## config.mk

```make
export PLATFORM = sky130hd
export DESIGN_NAME = pcbe_front
export DESIGN_NICKNAME = d
export VERILOG_FILES = /design/src/sv/piecewise_cubic_bezier_engine_core_macros.svh /design/src/sv/pcbe_pkg.sv /design/src/sv/pcbe_front.sv
export SDC_FILE = /design/constraint.sdc
export NUM_CORES = 1
export LEC_CHECK = 0
export ABC_AREA = 1
export BUFFER_PORTS_ARGS = -buffer_cell sky130_fd_sc_hd__buf_2
export CORE_MARGIN = 8
export CORE_UTILIZATION = 35
export DETAILED_ROUTE_END_ITERATION = 6
export SYNTH_ARGS = -nofsm -noshare
export SYNTH_HDL_FRONTEND = slang
export SYNTH_SLANG_ARGS = --single-unit
```

## constraint.sdc

```tcl
create_clock -name clk -period 37.5 [get_ports clk]
set_input_delay 3.75 -clock clk [delete_from_list [all_inputs] [get_ports clk]]
set_output_delay 3.75 -clock clk [all_outputs]
set_load 0.02 [all_outputs]
```

## src/sv/piecewise_cubic_bezier_engine_core_macros.svh

```systemverilog
// Assertion macros for the Bezier engine
`ifndef PIECEWISE_CUBIC_BEZIER_ENGINE_CORE_MACROS_SVH
`define PIECEWISE_CUBIC_BEZIER_ENGINE_CORE_MACROS_SVH
// implication checked on every edge outside reset
`define PCB_ASSERT_IMP(label, clk, rst, ante, cons) \
  label: assert property (@(posedge clk) disable iff (rst) (ante) |-> (cons)) \
    else $error("assertion failed");
// implication checked in the cycle after the antecedent
`define PCB_ASSERT_NEXT(label, clk, rst, ante, cons) \
  label: assert property (@(posedge clk) disable iff (rst) (ante) |=> (cons)) \
    else $error("assertion failed");
`endif

```

## src/sv/pcbe_pkg.sv

```systemverilog
// Shared types and constants for the Bezier engine
`timescale 1ns / 1ps
package pcbe_pkg;
  localparam int MaxSegments = 16;
  localparam int Depth = 3 * MaxSegments + 1;
  localparam int IdxW = $clog2(Depth);
  localparam logic [1:0] CmdLoad = 2'd0;
  localparam logic [1:0] CmdEdit = 2'd1;
  localparam logic [1:0] CmdEval = 2'd2;
  localparam logic RegSegmentCount = 1'b0;
  localparam logic RegClosedMode = 1'b1;

  // classified transaction handed from front to back
  typedef struct packed {
    logic [1:0]  op;       // CmdLoad / CmdEdit / CmdEval; load/edit only if ok
    logic        ok;
    logic [5:0]  k;
    logic        fix;      // edit has a neighbor fix
    logic        mirror;   // fix is a mirror, else a midpoint
    logic [5:0]  dst;
    logic [5:0]  ra;       // mirror: source; midpoint: far point
    logic [31:0] x;
    logic [31:0] y;
    logic [31:0] z;
    logic [5:0]  base;
    logic [15:0] u;
  } job_t;
endpackage

```

## src/sv/pcbe_front.sv

```systemverilog
// Front end: accepts transactions, checks range and works out neighbor indices
`timescale 1ns / 1ps
module pcbe_front (
  input  logic        clk,
  input  logic        rst,
  input  logic        in_valid,
  output logic        in_stall,
  input  logic [1:0]  cmd,
  input  logic [5:0]  point_index,
  input  logic [31:0] coord_x,
  input  logic [31:0] coord_y,
  input  logic [31:0] coord_z,
  input  logic [15:0] curve_param,
  input  logic [4:0]  n_act,
  input  logic        closed,
  output logic        q_valid,
  output pcbe_pkg::job_t q_job,
  input  logic        q_pop
);
  pcbe_pkg::job_t job;
  logic [6:0] m;
  logic [6:0] l;
  logic [1:0] r;
  logic [5:0] rem;
  logic [6:0] kp1, kp2, km1, km2;
  logic [20:0] s;
  logic [6:0] b;
  pcbe_pkg::job_t q0, q1;
  logic [1:0] cnt;
  logic push;

  // wrap-aware neighbor indices
  always_comb begin
    m = 7'(3 * n_act);
    l = m + 7'd1;
    // index mod 3 by compare and subtract
    rem = point_index;
    if (rem >= 6'd48) rem = rem - 6'd48;
    if (rem >= 6'd24) rem = rem - 6'd24;
    if (rem >= 6'd12) rem = rem - 6'd12;
    if (rem >= 6'd6) rem = rem - 6'd6;
    if (rem >= 6'd3) rem = rem - 6'd3;
    r = rem[1:0];
    kp1 = {1'b0, point_index} + 7'd1;
    kp2 = {1'b0, point_index} + 7'd2;
    km1 = {1'b0, point_index} + m;
    km2 = {1'b0, point_index} + m - 7'd1;
    if (kp1 >= l) kp1 = kp1 - l;
    if (kp2 >= l) kp2 = kp2 - l;
    if (km1 >= l) km1 = km1 - l;
    if (km2 >= l) km2 = km2 - l;
    s = 21'(n_act) * 21'(curve_param);
    b = 7'(3 * s[20:16]);
    if (b + 7'd3 >= 7'(pcbe_pkg::Depth)) b = 7'(pcbe_pkg::Depth - 4);
    job = '0;
    job.op = cmd;
    job.k = point_index;
    job.x = coord_x;
    job.y = coord_y;
    job.z = coord_z;
    job.base = b[5:0];
    job.u = s[15:0];
    job.ok = (cmd == pcbe_pkg::CmdEval) ||
             ((cmd == pcbe_pkg::CmdLoad || cmd == pcbe_pkg::CmdEdit) &&
              ({1'b0, point_index} <= m));
    job.mirror = (r == 2'd0);
    case (r)
      2'd0: begin
        job.dst = kp1[5:0];
        job.ra = km1[5:0];
        job.fix = closed || (point_index != 6'd0 && {1'b0, point_index} != m);
      end
      2'd1: begin
        job.dst = km1[5:0];
        job.ra = km2[5:0];
        job.fix = closed || (point_index != 6'd1);
      end
      default: begin
        job.dst = kp1[5:0];
        job.ra = kp2[5:0];
        job.fix = closed || ({1'b0, point_index} != m - 7'd1);
      end
    endcase
    if (cmd != pcbe_pkg::CmdEdit) job.fix = 1'b0;
  end

  // two-entry queue toward the back end
  assign in_stall = (cnt == 2'd2);
  assign push = in_valid && !in_stall;
  assign q_valid = (cnt != 2'd0);
  assign q_job = q0;

  always_ff @(posedge clk) begin
    if (rst) begin
      cnt <= 2'd0;
    end else begin
      cnt <= cnt + 2'(push) - 2'(q_pop);
    end
    if (q_pop) begin
      q0 <= (push && cnt == 2'd1) ? job : q1;
      if (push && cnt == 2'd2) q1 <= job;
    end else if (push) begin
      if (cnt == 2'd0) q0 <= job;
      else q1 <= job;
    end
  end
endmodule

```

Yosys cells after proc, flatten, opt, wreduce, memory -nomap -nowiden
Index checks and enable logic that the tools add are counted.
Word-level totals
  register bits after elaboration: 284
  latch bits: 0
  RAM bits: 0
  bits in read-only memories: 0
  bits of input ports: 130
  output and inout port bits: 143
  logic and storage cells: 109
  memories: 0
Cells by class
  $add $sub $neg: 18
  $mul: 3
  divide/modulo/power cells: 0
  magnitude comparators: 11
  eq/ne operators: 11
  shift operators: 0
  muxes and demuxes: 21
  bitwise operators: 0
  reductions and logical operators: 20
Operators by type and width (count)
  $mux 141: 8
  $mux 6: 9
  $ge 7x7->1: 4
  $pmux 12 s2: 1
  $sub 6x6->6: 4
  $mul 5x16->21: 1
  $mul 2x5->7 const A: 2
  $ne 6x7->1: 2
  $sub 7x1->7 const B: 2
  $add 6x1->7 const B: 1
  $add 6x2->7 const B: 1
  $add 6x7->7: 1
  $add 7x1->7 const B: 1
  $add 7x2->7 const B: 1
  $ge 7x6->1 const B: 1
  $le 6x7->1: 1
  $eq 2x1->1 const B: 3
  $ge 6x2->1 const B: 1
  $ge 6x3->1 const B: 1
  $ge 6x4->1 const B: 1
  $ge 6x5->1 const B: 1
  $ge 6x6->1 const B: 1
  $logic_not 2->1: 3
  $ne 6x1->1 const B: 1
  20 further kinds: 32

Logic depth before layout (Yosys ltp)
Gate-level depths: netlist (run 1).
  depth after elaboration: 16
  mapped depth: 38
  mapped depth without buffers: 37

Least setup slack after synthesis (run 1)
No wires, ideal clock.
  kind: in2reg
  from: input in_valid
  to: register q1[0] (netlist bit), enable pin
  library setup time: 0.816 ns
  data arrival time: 13.607 ns
  required time: 36.684 ns
  slack: 23.077 ns
  stages: 3
  buffers on the path: 0
  path through: o21ai_0 ha_1 nor3_1
Between the ends
  word-level cells in the longest chain between the ends: 4
  elaborated cells on any way between the ends: 5
  classes of those cells: eq/ne (1); reduce/logical (4)
RTL lines
  start: declaration: RTL line pcbe_front.sv:6  | input logic in_valid,
  $logic_and 1x1->1 *: RTL line pcbe_front.sv:89  | assign push = in_valid && !in_stall;
  $logic_and 1x1->1: RTL line pcbe_front.sv:101  | if (push && cnt == 2'd2) q1 <= job;
  $ne 2x1->1 (no line)
  $reduce_and 3->1 (no line) *
  end signal: assignment: RTL line pcbe_front.sv:101
  end signal: assignment: RTL line pcbe_front.sv:104  | else q1 <= job;
  end: declaration: RTL line pcbe_front.sv:28  | pcbe_pkg::job_t q0, q1;
Mark *: on every way between the ends. The rest lies on a longest branch, timed or not.
A chain may end at the register's enable or synchronous reset.

Worst setup path after layout (run 1)
  from: input n_act[3]
  to: register q0, in the netlist q_job[19] (data pin)
Between the ends
  word-level cells in the longest chain between the ends: 8
  elaborated cells on any way between the ends: 9
  classes of those cells: add/sub (1); mul (2); order compare (1); mux (5)
RTL lines
  start: declaration: RTL line pcbe_front.sv:14  | input logic [4:0] n_act,
  $mul 5x16->21 *: RTL line pcbe_front.sv:52  | s = 21'(n_act) * 21'(curve_param);
  $mul 2x5->7 *: RTL line pcbe_front.sv:53  | b = 7'(3 * s[20:16]);
  $add 7x2->7: RTL line pcbe_front.sv:54  | if (b + 7'd3 >= 7'(pcbe_pkg::Depth)) b = 7'(pcbe_pkg::Depth - 4);
  $ge 7x6->1: RTL line pcbe_front.sv:54
  $mux 6 *: RTL line pcbe_front.sv:54
  via b[3]: RTL line pcbe_front.sv:27  | logic [6:0] b;
  $mux 141: RTL line pcbe_front.sv:103  | if (cnt == 2'd0) q0 <= job;
  $mux 141: RTL line pcbe_front.sv:102  | end else if (push) begin
  $mux 141 *: RTL line pcbe_front.sv:99  | if (q_pop) begin
  end signal: assignment: RTL line pcbe_front.sv:100  | q0 <= (push && cnt == 2'd1) ? job : q1;
  end signal: assignment: RTL line pcbe_front.sv:103
  end: declaration: RTL line pcbe_front.sv:28
The timed path passes the listed nets; every way through them passes the cells marked *. The select of a mux whose other input is x is not followed.

==> impl_results.md, run 1 <==
* Pin count of the biggest net entering global routing at 151
* Status: finished, final reports clean
* RD Place Congestion at approximately 0.86
* Slew @ Worst Pin at around 1.1 ns
* Critical path's slowest cell: nor4_1
* Clock tree buffer depth at 3
* Placed cell area at about 18000 µm²
* Core Rows at 78
* CTS tree: built
* # Post-CTS Setup Buffers at 0
* Clock Sink Count at approximately 280
* Starting Density at between 30 and 40%
* Crit path from: n_act[3]
* Post-synthesis instance total at roughly 1700
* CTS Root Cell: clkbuf_16
* Hold/Removal Path Class: flip-flop to flip-flop
* Part of the Yosys area used for sequential elements at a little over half
* Slew headroom at about a quarter
* Maximum VDD drop at roughly 0.04 mV
* Residual DRC count at 0
* Die W at approximately 230 µm
* Met2 usage at between 20 and 25%
* First-pass GRT wire length at around 66000 µm
* Yosys cell types at 50
* Design Power at 1.24 mW
* Final Non-Filler Cells at 2536
* Drt pass-1 iters at 5
* Hold Fails Final Rpt at 0
* Vias at roughly 12000
* Max-slew violations at 0
* Met1 Track Usage GR at between 20% and 30%
* Area grow syn2layout at 18.1%
* TNS Setup at 0 ns
* Worst reg2reg startpoint: cnt[1]
* Post-layout util at between 40% and 50%
* Routed wire length at between 40000 and 50000 µm
* Port bufs at 272
* Cts repair resizes at 0
* Placed cell count at 2481
* H-tree Lvls at 1
* Grt total ovfl at 0
* Total track usage at between 10% and 20%
* Synth warnings at 0
* M3 GR Usage at under 10%
* Asr flop ratio synth at 0%
* CP Class: input port to flip-flop
* Crit path launch type: input port
* Final HPWL DP at 30500 µm
* Remaining antenna violation count at 0
* Area of the multi-input gates at about 6700 µm²
* Synthesized area at about 16000 µm²
* Sequential Area at ~8500 µm²
* # IOs at approximately 270
* P_leak at 9.09 nW
* Worst-Skew Late Latency at around 0.57 ns
* RSZ-0062 raised after global routing: no
* Most frequent CP cell: nand2_1
* Max Freq at approximately 100 MHz
* Crit end category: flip-flop
* Setup Viol. Count Final at 0
* Clock Skew at ~0.022 ns
* Syn nets at around 1900
* Vias per std cell at 4.72
* Worst Path Arrival at roughly 10 ns
* Number of flops mapped to enable cells by yosys at 282
* Pwr/cell area at 65.1 nW/µm²
* Antenna violations before repair at 2
* Vias in the first global route at around 12000
* Seq cells post-synth at about 280
* Largest fanout on the critical path at 20
* Worst EP required at roughly 38 ns
* Layout cells sized above 1 at about a fifth
* Die Y at 231 µm
* Core footprint at approximately 45000 µm²
* N_diodes at 0
* TritonCTS Buffers at 31
* Max-cap violation count at 0
* Max incr delay on CP at ~0.55 ns
* Wirelength per Cell at approximately 17 µm
* Main synth FF type: edfxtp_1
* Hold path start: q1[93]
* Mapped Avg Cell Area at just under 10 µm²
* Tcrit/Tclk final at about a quarter
* Starting DRT DRC Count at about 760
* CTS Hold Bufs at 0
* Final instance area at 19100 µm²
* Layout Nets at 2189
* Most Used Layer, Global Route: met2
* Die area at between 50000 and 60000 µm²
* Minimum clock period at between 9 and 10 ns
* Clk slew on worst S/H paths at roughly 0.06 ns
* Fill cells at 4475
[sequential cells by signal (all words and copies together) (netlist names)]
signal,flops
q_job,141
cnt,2
q1,141
[power by group]
part           total (mW)  switching [mW]  internal [mW]
clock               0.289           0.124          0.165
sequential          0.461          0.0161          0.444
combinational       0.495           0.334          0.160
total                1.24           0.474          0.770
[cell usage in the layout, fill, tap and decap left out, types with 6 or more instances in the layout]
| cell type | netlist | routed |
|---|---|---|
| nor2_1 | 66 | 65 |
| nand4_1 | 8 | 8 |
| clkbuf_16 | 0 | 31 |
| nand2_1 | 608 | 608 |
| a21o_1 | 6 | 6 |
| o21ai_0 | 40 | 40 |
| nor3_1 | 9 | 8 |
| xor2_1 | 41 | 41 |
| xnor2_1 | 20 | 20 |
| inv_1 | 193 | 193 |
| a21oi_1 | 48 | 47 |
| fa_1 | 49 | 49 |
| ha_1 | 96 | 96 |
| buf_2 | 1 | 272 |
| o211ai_1 | 8 | 8 |
| clkbuf_1 | 38 | 8 |
| o21ai_1 | 7 | 7 |
| nand3_1 | 50 | 50 |
| nand2_2 | 14 | 14 |
| clkinv_2 | 0 | 7 |
| edfxtp_1 | 282 | 282 |
[final timing paths]
path                            cells after the start   endpoint  slack [ns]
worst max register to register                      6  q_job[51]       34.24
worst min register to register                      2  q_job[93]        0.52
worst min-delay path                                2  q_job[93]        0.52
worst max-delay path                               30  q_job[19]       27.64
[worst max-delay path, delay by kind of cell]
family                     cells  cell delay, ns
AOI/OAI and AO/OA              4            0.68
xor gates and xnor gates       2            0.63
adders and majority gates      6            2.48
buffers and inverters          6            0.77
and+or+nand+nor               12            1.84
[through the flow]
step / setup WS (ns) / hold slack [ns]
after floorplan: 23.08 / 0.494
after global placement: 27.53 / 0.498
after detailed placement: 27.26 / 0.502
after CTS: 27.86 / 0.516
after global routing: 27.12 / 0.532
final: 27.64 / 0.515
[final cells by class]
| cell class | instances | share of cell area (%) |
|---|---|---|
| Clock buffer | 39 | 4.22 |
| Clock inverter | 16 | 0.714 |
| Inverter | 198 | 3.90 |
| Multi-Input combinational cell | 1121 | 35.3 |
| Sequential cell | 284 | 44.5 |
| Tap cell | 600 | 3.93 |
| Timing Repair Buffer | 278 | 7.43 |
[layer usage]
metal / wire length [µm] / up-vias
met3: 2950 / 46
met4: 692 / 4
met2: 18900 / 340
met1: 19500 / 5653
met5: 27 / -
li1: - / 5918
[synth_stat cells, types with 3 or more instances]
| master | count | area share [%] |
|---|---|---|
| nor3_1 | 9 | 0.28 |
| edfxtp_1 | 282 | 52 |
| nand3_1 | 50 | 1.5 |
| a21o_1 | 6 | 0.28 |
| o21ai_1 | 7 | 0.22 |
| nand3_2 | 4 | 0.25 |
| xor2_1 | 41 | 2.2 |
| nand2_2 | 14 | 0.54 |
| and2_1 | 3 | 0.12 |
| a31oi_1 | 4 | 0.15 |
| nand4_1 | 8 | 0.31 |
| o21bai_1 | 4 | 0.19 |
| nor2_1 | 66 | 1.5 |
| o211ai_1 | 8 | 0.37 |
| nor4_1 | 4 | 0.15 |
| clkbuf_1 | 38 | 0.88 |
| xnor2_1 | 20 | 1.1 |
| a21oi_1 | 48 | 1.5 |
| a211oi_1 | 3 | 0.14 |
| buf_1 | 5 | 0.12 |
| nand2_1 | 608 | 14 |
| inv_1 | 193 | 4.5 |
| fa_1 | 49 | 6.1 |
| o21ai_0 | 40 | 1.2 |
| inv_2 | 3 | 0.070 |
| ha_1 | 96 | 7.4 |
[cell families after synthesis]
family	Yosys count	synth area share, %
XOR/XNOR	61	3.30
AND/OR/NAND/NOR	776	19.4
AO/OA/AOI/OAI	139	5.31
adder cells (fa/ha/maj)	145	13.5
flip-flops	284	52.6
buffers and inverters	246	5.93
No activity file was read; power rests on OpenSTA's default activity.
==> run 2, diff against run 1 <==
--- a/config.mk
+++ b/config.mk
@@ -5,7 +5,7 @@
 export SDC_FILE = /design/constraint.sdc
 export NUM_CORES = 1
 export LEC_CHECK = 0
-export ABC_AREA = 1
+export ABC_AREA = 0
 export BUFFER_PORTS_ARGS = -buffer_cell sky130_fd_sc_hd__buf_2
 export CORE_MARGIN = 8
 export CORE_UTILIZATION = 35
==> constraint.sdc (replaced) <==
create_clock -name clk -period 9.35 [get_ports clk]
set_input_delay 0.935 -clock clk [delete_from_list [all_inputs] [get_ports clk]]
set_output_delay 0.935 -clock clk [all_outputs]
set_load 0.02 [all_outputs]
==> run 2 against run 1 <==
  * Combinational power rose to 4.5 times the previous value
  * Critical path depth decreased by 4
  * Via count fell by 0.89%
  * Utilization fell by 0.43 points
  * Global-route usage decreased by 0.35 points
  * Count of clock-buffer cells in the layout fell by 9
  * Cell area is 1.3% higher
  * Die area rose by 1.7%
  * Clock skew is 0.0066 ns lower
  * Wire length shrank 0.19%
==> impl_results.md, run 2 <==
* Status: finished, final reports clean (unchanged)
* Port bufs at 272 (unchanged)
* Main synth FF type: edfxtp_1 (unchanged)
* TritonCTS Buffers at 27 (was 31)
* Crit path launch type: input port (unchanged)
* Post-synthesis instance total at 1519 (was 1651)
* Seq pwr share at 37.2% (was 37.0%)
* Die area at 54300 µm² (was 53400 µm²)
* Asr flop ratio synth at 0% (unchanged)
* Slew headroom at 32.3% (was 26.0%)
* Vias at 11900 (was 12000)
* Final instance area at 19300 µm² (was 19100 µm²)
* # Post-CTS Setup Buffers at 0 (unchanged)
* Tcrit/Tclk final at between 80 and 90%
* CTS Root Cell: clkbuf_16 (unchanged)
* Slew @ Worst Pin at 1.02 ns (was 1.11 ns)
* Crit end category: flip-flop (unchanged)
* N_diodes at 0 (unchanged)
* M3 GR Usage at 1.74% (was 3.16%)
* Core footprint at 46600 µm² (was 45500 µm²)
* Cts repair resizes at 0 (unchanged)
* Maximum VDD drop at 0.207 mV (was 0.0400 mV)
* Wirelength per Cell at 17.5 µm (was 16.6 µm)
* Worst EP required at 9.64 ns (was 37.81 ns)
* Routed wire length at 42000 µm (was 42100 µm)
* Starting DRT DRC Count at 838 (was 758)
* Total track usage at 14.9% (was 15.2%)
* Int Power at 3.28 mW (was 0.770 mW)
* Critical path's slowest cell: fa_1 (was nor4_1)
* Layout Nets at 2051 (was 2189)
* Worst Path Arrival at 7.96 ns (was 10.18 ns)
* Vias per std cell at 4.94 (was 4.72)
* Setup Viol. Count Final at 0 (unchanged)
* Pin count of the biggest net entering global routing at 74 (was 151)
* Remaining antenna violation count at 0 (unchanged)
* Part of the Yosys area used for sequential elements at 51.6% (was 52.6%)
* Clock group share of total power at 20.2% (was 23.2%)
* Die W at 233 µm (was 231 µm)
* Placed cell count at 2354 (was 2481)
* Area fraction of the dominant cell type after synthesis at 51.4% (was 52.3%)
* Core Rows at 79 (was 78)
* Clock tree buffer depth at 3 (unchanged)
* Final Non-Filler Cells at 2398 (was 2536)
* TNS Setup at 0 ns (unchanged)
* Clock Skew at 0.0152 ns (was 0.0219 ns)
* Synthesized area at 16500 µm² (was 16200 µm²)
* Starting Density at 35.4% (was 35.6%)
* Max Freq at 130 MHz
* Mapped Avg Cell Area at 10.8 µm² (was 9.80 µm²)
* Max incr delay on CP at 0.55 ns (about the same)
* Min setup slack post-route at 1.67 ns (was 27.64 ns)
* H-tree Lvls at 1 (unchanged)
* P_leak at 8.48 nW (was 9.09 nW)
* Largest fanout on the critical path at 20 (unchanged)
* CTS Hold Bufs at 0 (unchanged)
* Placed cell area at 18500 µm² (was 18200 µm²)
* Drt pass-1 iters at 5 (unchanged)
* Switching Share at 38.0% (was 38.1%)
* Commonest non-fill, non-tap cells in the layout: nand2_1 (414), edfxtp_1 (282), buf_2 (272), ha_1 (96), inv_1 (89) (was nand2_1 (608), edfxtp_1 (282), buf_2 (272), inv_1 (193), ha_1 (96))
* Pwr/cell area at 274 nW/µm² (was 65.1 nW/µm²)
* Grt total ovfl at 0 (unchanged)
* CP Class: input port to flip-flop (unchanged)
* Final HPWL DP at 30900 µm (was 30500 µm)
* Clk slew on worst S/H paths at 0.06 ns (about the same)
* RSZ-0062 raised after global routing: no (unchanged)
* First-pass GRT wire length at 65700 µm (was 66300 µm)
* Leading cell type in the layout, fill and taps excluded: nand2_1 (unchanged)
* Synth top area cells: edfxtp_1 (51%), nand2_1 (9.4%), ha_1 (7.3%) (was edfxtp_1 (52%), nand2_1 (14%), ha_1 (7.4%))
* Seq cells post-synth at 284 (unchanged)
* Number of flops mapped to enable cells by yosys at 282 (unchanged)
* Most Used Layer, Global Route: met2 (unchanged)
* Synth area leader: edfxtp_1 (unchanged)
* Die Y at 233 µm (was 231 µm)
* Yosys cell types at 80 (was 50)
* Synth top cells by count: nand2_1 (414), edfxtp_1 (282), ha_1 (96) (was nand2_1 (608), edfxtp_1 (282), inv_1 (193))
* RD Place Congestion at 0.859 (was 0.856)
* Comb power frac at 42.6% (was 39.8%)
* Antenna violations before repair at 0 (was 2)
* CTS tree: built (unchanged)
* Area grow syn2layout at 17.4% (was 18.1%)
* Hold/Removal Path Class: flip-flop to flip-flop (unchanged)
* Max-slew violations at 0 (unchanged)
* Vias in the first global route at 11800 (was 11900)
* Max-cap violation count at 0 (unchanged)
* Minimum clock period at around 7.7 ns
* Post-layout util at 41.6% (was 42.0%)
* Synth warnings at 0 (unchanged)
* Residual DRC count at 0 (unchanged)
* Worst-Skew Late Latency at 0.53 ns (was 0.57 ns)
* Most numerous cell in the Yosys netlist: nand2_1 (unchanged)
* Syn nets at 1794 (was 1926)
* Hold Fails Final Rpt at 0 (unchanged)
* Most frequent CP cell: fa_1 (was nand2_1)
* Layout cells sized above 1 at 20.3% (was 18.7%)
* Met2 usage at 24.3% (was 24.5%)
* Met1 Track Usage GR at 21.0% (was 21.1%)
* Switching power at 2.01 mW (was 0.474 mW)
* # IOs at 273 (unchanged)
* Pre-CTS WS at 1.21 ns (was 27.26 ns)
* Clock Sink Count at 284 (unchanged)
run 2: cell families (layout without fill, tap and decap cells):
group | after synthesis | in the layout | share of synthesized area, %
multiplexers | 48 | 48 | 3.18
adder cells (fa/ha/maj) | 145 | 145 | 13.2
AO/OA/AOI/OAI | 202 | 202 | 8.38
XOR/XNOR | 65 | 65 | 3.54
AND/OR/NAND/NOR | 630 | 630 | 16.6
buffers and inverters | 145 | 417 | 3.43
flip-flops | 284 | 284 | 51.6
run 2: layer usage:
metal	up-vias	routed length, µm
met5	-	0
met4	0	741
met3	45	2300
met2	327	19600
met1	5709	19400
li1	5773	-
run 2: path summary, 6_finish.rpt:
check	startpoint	endpoint	slack, ns	depth (start not counted)
hold / removal	q1[89]	q_job[89]	0.50	2
setup reg to reg	cnt[1]	q1[132]	7.01	5
setup / recovery	n_act[3]	q_job[17]	1.67	26
hold reg to reg	q1[89]	q_job[89]	0.50	2
run 2: cell type report:
type                    count  area [µm²]
clock buffers              30         687
clock inverters            14         161
fillers                  4467       27200
inverters                  91         342
multi-input cells        1090        7460
flip-flops and latches    284        8510
well taps                 607         759
repair buffers            282        1440
run 2: metrics by stage:
step,total power [mW],hold WS (ns)
after floorplan,3.62,0.484
after global placement,4.21,0.488
after detailed placement,4.27,0.491
after CTS,5.36,0.508
after global routing,5.64,0.519
final,5.29,0.503
run 2: power groups by stage:
stage          clock network (mW)  registers, mW  logic [mW]
6_report                     1.07           1.97        2.25
5_1_grt                      1.15           2.01        2.48
4_1_cts                      1.10           1.98        2.28
3_5_place_dp                    0           2.00        2.26
3_3_place_gp                    0           1.99        2.21
2_1_floorplan                   0           2.31        1.31
run 2: critical path, delay by kind of cell:
kind,cells,cell delay (ns)
adder cells (fa/ha/maj),6,2.57
AO/OA/AOI/OAI,8,1.80
AND/OR/NAND/NOR,5,1.08
XOR/XNOR,2,0.69
buffers and inverters,4,0.57
multiplexers,1,0.30
==> run 3, diff against run 2 <==
==> constraint.sdc (replaced) <==
create_clock -name clk -period 7.4 [get_ports clk]
set_input_delay 0.74 -clock clk [delete_from_list [all_inputs] [get_ports clk]]
set_output_delay 0.74 -clock clk [all_outputs]
set_load 0.02 [all_outputs]
==> run 3 against run 2 <==
  * Wire length fell by 1.0%
  * Die area did not move
  * Sequential share of layout area fell by 0.27 points
  * Largest cell class unchanged
==> impl_results.md, run 3 (synthesis gave the netlist of run 2 again) <==
* Status: finished, final reports clean (unchanged)
* Grt total ovfl at 0 (unchanged)
* Residual DRC count at 0 (unchanged)
* TritonCTS Buffers at 28 (was 27)
* Antenna violations before repair at 1 (was 0)
* Final HPWL DP at 30600 µm (was 30900 µm)
* Clock Sink Count at 284 (unchanged)
* Pin count of the biggest net entering global routing at 74 (unchanged)
* Cts repair resizes at 0 (unchanged)
* First-pass GRT wire length at 65200 µm (was 65700 µm)
* CTS tree: built (unchanged)
* Die Y at 233 µm (unchanged)
* Slew headroom at 31.1% (was 32.3%)
* CTS Hold Bufs at 0 (unchanged)
* Vias at 11900 (about the same)
* Starting DRT DRC Count at 641 (was 838)
* RSZ-0062 raised after global routing: no (unchanged)
* Drt pass-1 iters at 5 (unchanged)
* Placed cell area at 18600 µm² (was 18500 µm²)
* Final Non-Filler Cells at 2423 (was 2398)
* Vias in the first global route at 11700 (was 11800)
* H-tree Lvls at 1 (unchanged)
* # Post-CTS Setup Buffers at 0 (unchanged)
* RD Place Congestion at 0.844 (was 0.859)
* Final instance area at 19500 µm² (was 19300 µm²)
* Port bufs at 272 (unchanged)
* Max-slew violations at 0 (unchanged)
* Starting Density at 35.4% (unchanged)
* Worst EP required at 7.69 ns (was 9.64 ns)
* Final Hold Slack at 0.388 ns (was 0.503 ns)
* # IOs at 273 (unchanged)
* Minimum clock period at around 6.8 ns
* Remaining antenna violation count at 0 (unchanged)
* Worst-Skew Late Latency at 0.54 ns (was 0.53 ns)
* Die W at 233 µm (unchanged)
* Crit end category: flip-flop (unchanged)
* Routed wire length at 41500 µm (was 42000 µm)
* Tcrit/Tclk final at 92.3%
* Crit path launch type: input port (unchanged)
* Layout Nets at 2067 (was 2051)
* Commonest non-fill, non-tap cells in the layout: nand2_1 (414), edfxtp_1 (282), buf_2 (272), ha_1 (96), inv_1 (89) (unchanged)
* Pwr/cell area at 343 nW/µm² (was 274 nW/µm²)
* Worst Path Arrival at 7.12 ns (was 7.96 ns)
* Slew @ Worst Pin at 1.03 ns (was 1.02 ns)
* Clock tree buffer depth at 3 (unchanged)
* Max Freq at between 100 and 150 MHz
* Hold/Removal Path Class: input port to flip-flop (was flip-flop to flip-flop)
* Clock Skew at 0.0155 ns (was 0.0152 ns)
* Leading cell type in the layout, fill and taps excluded: nand2_1 (unchanged)
* Area grow syn2layout at 18.1% (was 17.4%)
* Placed cell count at 2369 (was 2354)
* Die area at 54300 µm² (unchanged)
* Max-cap violation count at 0 (unchanged)
* Fill cells at 4436 (was 4467)
* Total track usage at 14.7% (was 14.9%)
* P_leak at 8.56 nW (was 8.48 nW)
* Setup Viol. Count Final at 0 (unchanged)
* Maximum VDD drop at 0.184 mV (was 0.207 mV)
* Min setup slack post-route at 0.572 ns (was 1.67 ns)
* CTS Root Cell: clkbuf_16 (unchanged)
* Core footprint at 46600 µm² (unchanged)
* Clk slew on worst S/H paths at 0.06 ns (about the same)
* Pre-CTS WS at 0.0480 ns (was 1.21 ns)
* CP Class: input port to flip-flop (unchanged)
* Vias per std cell at 4.91 (was 4.94)
* Wirelength per Cell at 17.1 µm (was 17.5 µm)
* Core Rows at 79 (unchanged)
* TNS Setup at 0 ns (unchanged)
* Hold Fails Final Rpt at 0 (unchanged)
* Layout cells sized above 1 at 20.7% (was 20.3%)
* Largest fanout on the critical path at 20 (unchanged)
==> run 3: area by class of cell <==
cell class	count	area (µm²)	share of cell area, %
Antenna cell	2	5.00	0.0257
Clock buffer	35	748	3.84
Clock inverter	17	104	0.533
Inverter	91	342	1.75
Multi-Input combinational cell	1090	7460	38.3
Sequential cell	284	8510	43.7
Tap cell	607	759	3.90
Timing Repair Buffer	297	1550	7.96
==> run 3: final timing paths <==
check / depth (start not counted) / endpoint / from / slack [ns]
max: 27 / q_job[17] / n_act[3] / 0.57
min: 2 / cnt[0] / rst / 0.39
max reg2reg: 5 / q_job[17] / cnt[1] / 4.68
min reg2reg: 2 / q_job[74] / q1[74] / 0.50
==> run 3: layer usage <==
metal | vias up | track usage, % | routed length (µm)
li1 | 5817 | - | -
met1 | 5727 | 20.4 | 19100
met2 | 299 | 24.3 | 19500
met3 | 47 | 1.66 | 2140
met4 | 2 | 3.83 | 716
met5 | - | 0 | 13
==> run 3: worst max-delay path, stage by stage <==
cell      delay, ns
buf_2          0.30
and2_1         0.21
fa_1           0.45
fa_1           0.54
inv_1          0.05
fa_1           0.53
inv_1          0.04
ha_1           0.33
and3_1         0.26
nand2_1        0.06
a21boi_0       0.26
nor2_1         0.09
o221ai_1       0.24
nand2_1        0.10
xor2_1         0.17
inv_1          0.13
ha_1           0.25
fa_1           0.40
xor2_1         0.36
o211ai_1       0.17
nor4_1         0.41
nand3_1        0.13
mux2_2         0.29
o31ai_1        0.07
o211ai_1       0.10
buf_4          0.17
a31o_2         0.23
==> run 3: report_power, final <==
| part | internal (mW) | switching [mW] | total [mW] |
|---|---|---|---|
| combinational | 1.03 | 1.85 | 2.88 |
| sequential | 2.38 | 0.108 | 2.49 |
| clock | 0.748 | 0.574 | 1.32 |
| total | 4.15 | 2.53 | 6.68 |
==> run 3: stage by stage <==
step | total power, mW | util (%)
after global placement | 5.35 | 40.0
after floorplan | 4.55 | -
after global routing | 7.14 | 41.8
after CTS | 6.77 | 41.8
after detailed placement | 5.42 | 40.0
final | 6.68 | 41.8
